### src/rtl/salwc_div.sv
module salwc_div #(
  parameter int N  = 32,
  parameter int DW = 7
) (
  input  logic          clk,
  input  logic          rst_n,
  input  logic          start,
  input  logic [N-1:0]  dividend,
  input  logic [DW-1:0] divisor,
  output logic          done,
  output logic [N-1:0]  quotient,
  output logic [DW-1:0] remainder
);

  localparam int CW = (N > 1) ? $clog2(N) : 1;

  logic [N-1:0]  dvd_r;
  logic [DW-1:0] rem_r;
  logic [DW-1:0] dvs_r;
  logic [CW-1:0] cnt_r;
  logic          busy_r;
  logic          done_r;
  logic [DW:0]   sh;
  logic [DW:0]   diff;
  logic          ge;
  logic [DW-1:0] rem_nxt;

  always_comb begin
    sh      = {rem_r, dvd_r[N-1]};
    ge      = (sh >= {1'b0, dvs_r});
    diff    = sh - {1'b0, dvs_r};
    rem_nxt = ge ? diff[DW-1:0] : sh[DW-1:0];
  end

  always_ff @(posedge clk) begin
    if (!rst_n) begin
      busy_r <= 1'b0;
      done_r <= 1'b0;
      cnt_r  <= '0;
    end else if (start) begin
      busy_r <= 1'b1;
      done_r <= 1'b0;
      cnt_r  <= CW'(N - 1);
    end else if (busy_r) begin
      cnt_r <= cnt_r - CW'(1);
      if (cnt_r == '0) begin
        busy_r <= 1'b0;
        done_r <= 1'b1;
      end
    end else begin
      done_r <= 1'b0;
    end
  end

  always_ff @(posedge clk) begin
    if (start) begin
      dvd_r <= dividend;
      dvs_r <= divisor;
      rem_r <= '0;
    end else if (busy_r) begin
      dvd_r <= {dvd_r[N-2:0], ge};
      rem_r <= rem_nxt;
    end
  end

  assign done      = done_r;
  assign quotient  = dvd_r;
  assign remainder = rem_r;

endmodule

### config.mk
export PLATFORM = sky130hd
export DESIGN_NAME = salwc_div
export DESIGN_NICKNAME = d
export VERILOG_FILES = /design/src/rtl/salwc_div.sv
export SDC_FILE = /design/constraint.sdc
export NUM_CORES = 1
export LEC_CHECK = 0
export BUFFER_PORTS_ARGS = -buffer_cell sky130_fd_sc_hd__clkbuf_2
export CAP_MARGIN = 5
export CORE_AREA = 2 2 98 100
export CTS_CLUSTER_DIAMETER = 30
export DETAILED_ROUTE_END_ITERATION = 16
export DIE_AREA = 0 0 100 102
export PLACE_DENSITY = 0.49
export SETUP_SLACK_MARGIN = 0.5
export SLEW_MARGIN = 20
export SYNTH_ARGS = -nofsm -noshare
export SYNTH_HDL_FRONTEND = slang
export SYNTH_SLANG_ARGS = --single-unit
### constraint.sdc
create_clock -name clk -period 2.81 [get_ports clk]
set_clock_uncertainty 0.05 [all_clocks]
set_input_delay 0.1405 -clock clk [delete_from_list [all_inputs] [get_ports clk]]
set_output_delay 0.1405 -clock clk [all_outputs]
set_load 0.02 [all_outputs]
; Word level (Yosys, flattened, before mapping)
; Index checks and enable logic that the tools add are counted.
[totals]
input_bits = 42
wordCells = 22
out_inout_bits = 40
register_bits = 53
[op_classes]
magnitude_cmp = 1
n_mux = 8
bitwise = 2
addsub = 2
n_reduce_logical = 3
[op_table]
columns = cell, n
row1 = 32-bit 2-to-1 mux, 2
row2 = 5-bit 2-to-1 mux, 2
row3 = 8-bit by 7-bit >= comparator with 1-bit output, 1
row4 = 7-bit 2-to-1 mux, 1
row5 = 7-bit subtractor, 1
row6 = 5-bit logical NOT, 1
row7 = 5-bit by 1-bit subtractor with 5-bit output (second input constant), 1
row8 = 1-bit 2-to-1 mux, 3
row9 = 3-bit OR reduction, 1
row10 = 1-bit NOT, 2
row11 = 2-bit nonzero test, 1

; Depth between registers and ports, before layout
[logic_depth]
word_depth = 4
ltp_mapped = 9
mapped_depth_nobuf = 7

; Worst setup path after synthesis
; No wires, ideal clock.
[synth_path]
path_kind = reg-to-reg
startpoint = reg dvd_r[31], in the netlist quotient[31]
endpoint = reg rem_r[0], in the netlist remainder[0]
t_required_ps = 2672
path_stages_with_launch = 10
path_buffers = 2
t_arrival_ps = 2242
period_less_slack_ps = 2380
path_slack_ps = 430
cell_sequence = edfxtp_1 inv_1 ha_1 fa_1 nand2b_1 a211o_1 buf_6 and3_1 buf_6 a311oi_2
[synth_via]
elab_chain_len = 2
word_cells_on_any_way = 3
classes_between = add/sub (1) / order compare (1) / mux (1)
[synth_lines]
columns = item, line
row1 = from (decl), 17  ; logic [N-1:0] dvd_r;
row2 = from (signal assigned), 57  ; dvd_r <= dividend;
row3 = from (signal assigned), 61  ; dvd_r <= {dvd_r[N-2:0], ge};
row4 = 7-bit subtractor / 8-bit by 7-bit >= comparator with 1-bit output (equally long branches), "31, 30"
row5 = 7-bit 2-to-1 mux *, 32  ; rem_nxt = ge ? diff[DW-1:0] : sh[DW-1:0];
row6 = to (signal assigned), 62  ; rem_r <= rem_nxt;
row7 = to (decl), 18  ; logic [DW-1:0] rem_r;
; Mark *: on every way between the ends. The rest lies on a longest branch, timed or not.
; A chain may end at the register's enable or synchronous reset.

; Final worst setup path
[layout_path]
startpoint = reg dvd_r[31], in the netlist quotient[31]
endpoint = reg rem_r[2], in the netlist remainder[2]
; Same word-level chain as after synthesis.

==> flow_summary_export.csv <==
group,metric,value,unit
cts,clock-sinks,53,
flow_run,cap_violations,0,
power_and_ir_drop,p_leak,1.45,nW
timing,finalSetupViolCount,0,
place,hpwlAfterDp,4210,um
floorplan,die_height,102,um
cts,tritoncts,"yes",
global_route,grt_pass1_wl,8860,um
place,dpl_cell_area,0.00321,sq mm
synth,synth_area_leaders,"edfxtp_1 (43%), mux2_1 (13%), dfxtp_1 (10%)",
global_route,antenna_found_initial,0,
synth,synth_top_family_by_area,"multiplexers",
worst_setup_path,critPathTopFamily,"compound AO/OA/AOI/OAI gates",
cells_and_area,area_growth_syn_to_layout,27.0,%
synth,yosysUniqueCellTypes,48,
route,drt_iter0_drc,47,
synth,synthXorXnorAreaFrac,0.0227,
worst_setup_path,crit_buf_inv,1,
cells_and_area,drive_above_1_share,0.348,
floorplan,core,0.00911,sq mm
cells_and_area,fin_cells,416,
worst_setup_path,start_kind,"flop",
synth,synth_mux_area_frac,0.133,
worst_setup_path,cp-end-kind,"flop",
timing,min_period,2.19,ns
cells_and_area,fillers,917,
synth,ys_warn_count,0,
cts,worstSkewPairLatency,0.31,ns
floorplan,num_rows,35,
global_route,grt.overflow.total,0,
hold_path,hold_depth,2,
worst_setup_path,startpoint,"quotient[31]",
cts,clock_path_buffers,2,
floorplan,die_x,100,um
cts,root_buffer,"clkbuf_8",
synth,synth_area,0.00270,sq mm
synth,ys_seq_elements,53,
synth,avgSynthCellArea,12.5,sq um
cells_and_area,final_area,0.00342,sq mm
route,vias,1931,
floorplan,io_pins,82,
hold_path,hp-class,"in -> reg",
worst_setup_path,r2r_start,"quotient[31]",
synth,synth-simple-area-share,0.108,
cts,cts.clk_slew.worst_paths,0.11,ns
synth,async_flop_share,0,
hold_path,hold_end,"quotient[15]",
synth,ys_seq_area_frac,0.538,
global_route,grt_max_degree,33,
synth,synth-edff-count,39,
worst_setup_path,crit_type,"reg -> reg",
global_route,grt_usage,0.111,
worst_setup_path,critPathArrivalTime,2.36,ns
worst_setup_path,slowest_stage,"edfxtp_1",
timing,fin_ws,0.624,ns
synth,synth_fa_ha_area_frac,0.0445,
synth,synthDominantAreaCellType,"edfxtp_1",
route,route.detailed.drc,0,
power_and_ir_drop,p_per_area,559,mW/mm^2
cells_and_area,utilization,0.376,
worst_setup_path,crit_chain,"inv_2, ha_1, fa_2, nand2b_4, a211o_2, and3_4, a311oi_2",
timing,hold_ws,0.0519,ns
route,viasPerCell,4.64,
timing,fin_setup_tns,0,ns
global_route,grt_pass1_vias,1827,
synth,dominantRegCellSynth,"edfxtp_1",
cells_and_area,antennaDiodeCount,0,
place,dp_slack,0.532,ns
synth,synth-compound-area-share,0.107,
cts,cts_max_level,2,
worst_setup_path,r2r_setup_slack,0.62,ns
timing,finalCritPeriodShare,0.778,
timing,worst_pin_slew,0.402,ns
timing,fmax,0.458,GHz
timing,maxSlewHeadroom,0.731,
timing,hold_violations,0,
route,wirelength,5630,um
worst_setup_path,cp_slowest_stage_delay,0.39,ns
status,outcome,"finished, final reports clean",
worst_setup_path,cp_max_fo,9,
hold_path,hold_start,"dividend[15]",
synth,synthCells,216,
cts,cts_buffers,5,
worst_setup_path,required,2.99,ns
worst_setup_path,worstReg2RegEnd,"remainder[2]",
route,routedWlPerCell,13.5,um
cells_and_area,nNetsFinal,355,
place,gp_congestion,0.757,
power_and_ir_drop,total_power,1.91,mW
worst_setup_path,ff2ff_path_depth,7,
synth,synth_nets,267,
power_and_ir_drop,ir_worst_vdd,0.196,mV
synth,synth_top_cell_area_share,0.434,
place,port_buffers,81,
floorplan,start_util,0.296,
route,antenna_left,0,
floorplan,die-area,0.0102,sq mm
timing,rsz0062_at_grt,"no",
route,first_pass_iters,4,
place,dp_cells,399,
timing,slew_viol_final,0,
## area by class of cell
cell class	count	area (sq um)	area share
multi-input cells	135	1140	0.332
flip-flops and latches	53	1450	0.424
inverters	15	56.3	0.0164
clock buffers	5	68.8	0.0201
clock inverters	3	50.0	0.0146
well taps	111	139	0.0406
repair buffers	94	523	0.153
## worst max path at each step
stage	slack (ns)	cells after the start	to
2_1_floorplan	0.52	9	remainder[0]
3_3_place_gp	0.60	7	remainder[0]
3_5_place_dp	0.53	7	remainder[2]
4_1_cts	0.51	7	remainder[2]
5_1_grt	0.52	7	remainder[2]
6_report	0.62	7	remainder[2]
## cell usage in the layout (no fill, tap or decap), drive strengths merged, types with 2 or more instances in the layout
cell / netlist / layout
clkbuf: 9 / 86
edfxtp: 39 / 39
mux2: 31 / 31
nor2: 20 / 20
inv: 15 / 16
dfxtp: 14 / 14
nand2: 8 / 8
ha: 8 / 8
dlygate4sd3: 0 / 8
nor3b: 5 / 5
buf: 4 / 5
xor2: 4 / 4
a41oi: 4 / 4
a211oi: 4 / 4
or2: 3 / 3
xnor2: 3 / 3
nand3b: 3 / 3
nor2b: 3 / 3
nand2b: 3 / 3
o21ai: 3 / 3
a311oi: 3 / 3
a21o: 2 / 2
nand4: 2 / 2
a21oi: 2 / 2
o21a: 2 / 2
o31ai: 2 / 2
a31oi: 2 / 2
o21bai: 2 / 2
nand3: 2 / 2
or3b: 2 / 2
## sequential cells by signal, summed over array words and instances, names as in the netlist
signal and count:
quotient 32, busy_r 1, dvs_r 7, cnt_r 5, done 1, remainder 7
## per-layer routing
| metal | up-vias | part of all wire | GRT usage |
|---|---|---|---|
| li1 | 969 | - | - |
| met1 | 913 | 0.46 | 0.138 |
| met2 | 40 | 0.47 | 0.187 |
| met3 | 9 | 0.049 | 0.0308 |
| met4 | 0 | 0.019 | 0.0421 |
| met5 | - | 0 | 0 |
## cells in the mapped netlist, drive strengths merged, types with 4 or more instances
library cell	number
a211oi	4
a41oi	4
buf	4
clkbuf	9
dfxtp	14
edfxtp	39
ha	8
inv	15
mux2	31
nand2	8
nor2	20
nor3b	5
xor2	4
## cells by family after synthesis
kind of cell | after synthesis
compound gates | 33
buf+inv | 28
mux | 32
flops | 53
xor+xnor | 7
fa+ha+maj | 9
simple gates | 54
## timing repair
item	in CTS	in global routing
setup buffers	0	1
hold buffers	8	0
resized for setup	1	2
hold endpoints to repair	8	0
endpoints found under the setup margin	1	5
gates cloned	0	0
## power by group
group	switching, mW	leakage (nW)	total [mW]	internal (mW)
Sequential	0.0382	0.506	0.964	0.926
Combinational	0.231	0.881	0.401	0.169
Clock	0.275	0.0603	0.549	0.274
(Power assumes the default switching activity.)
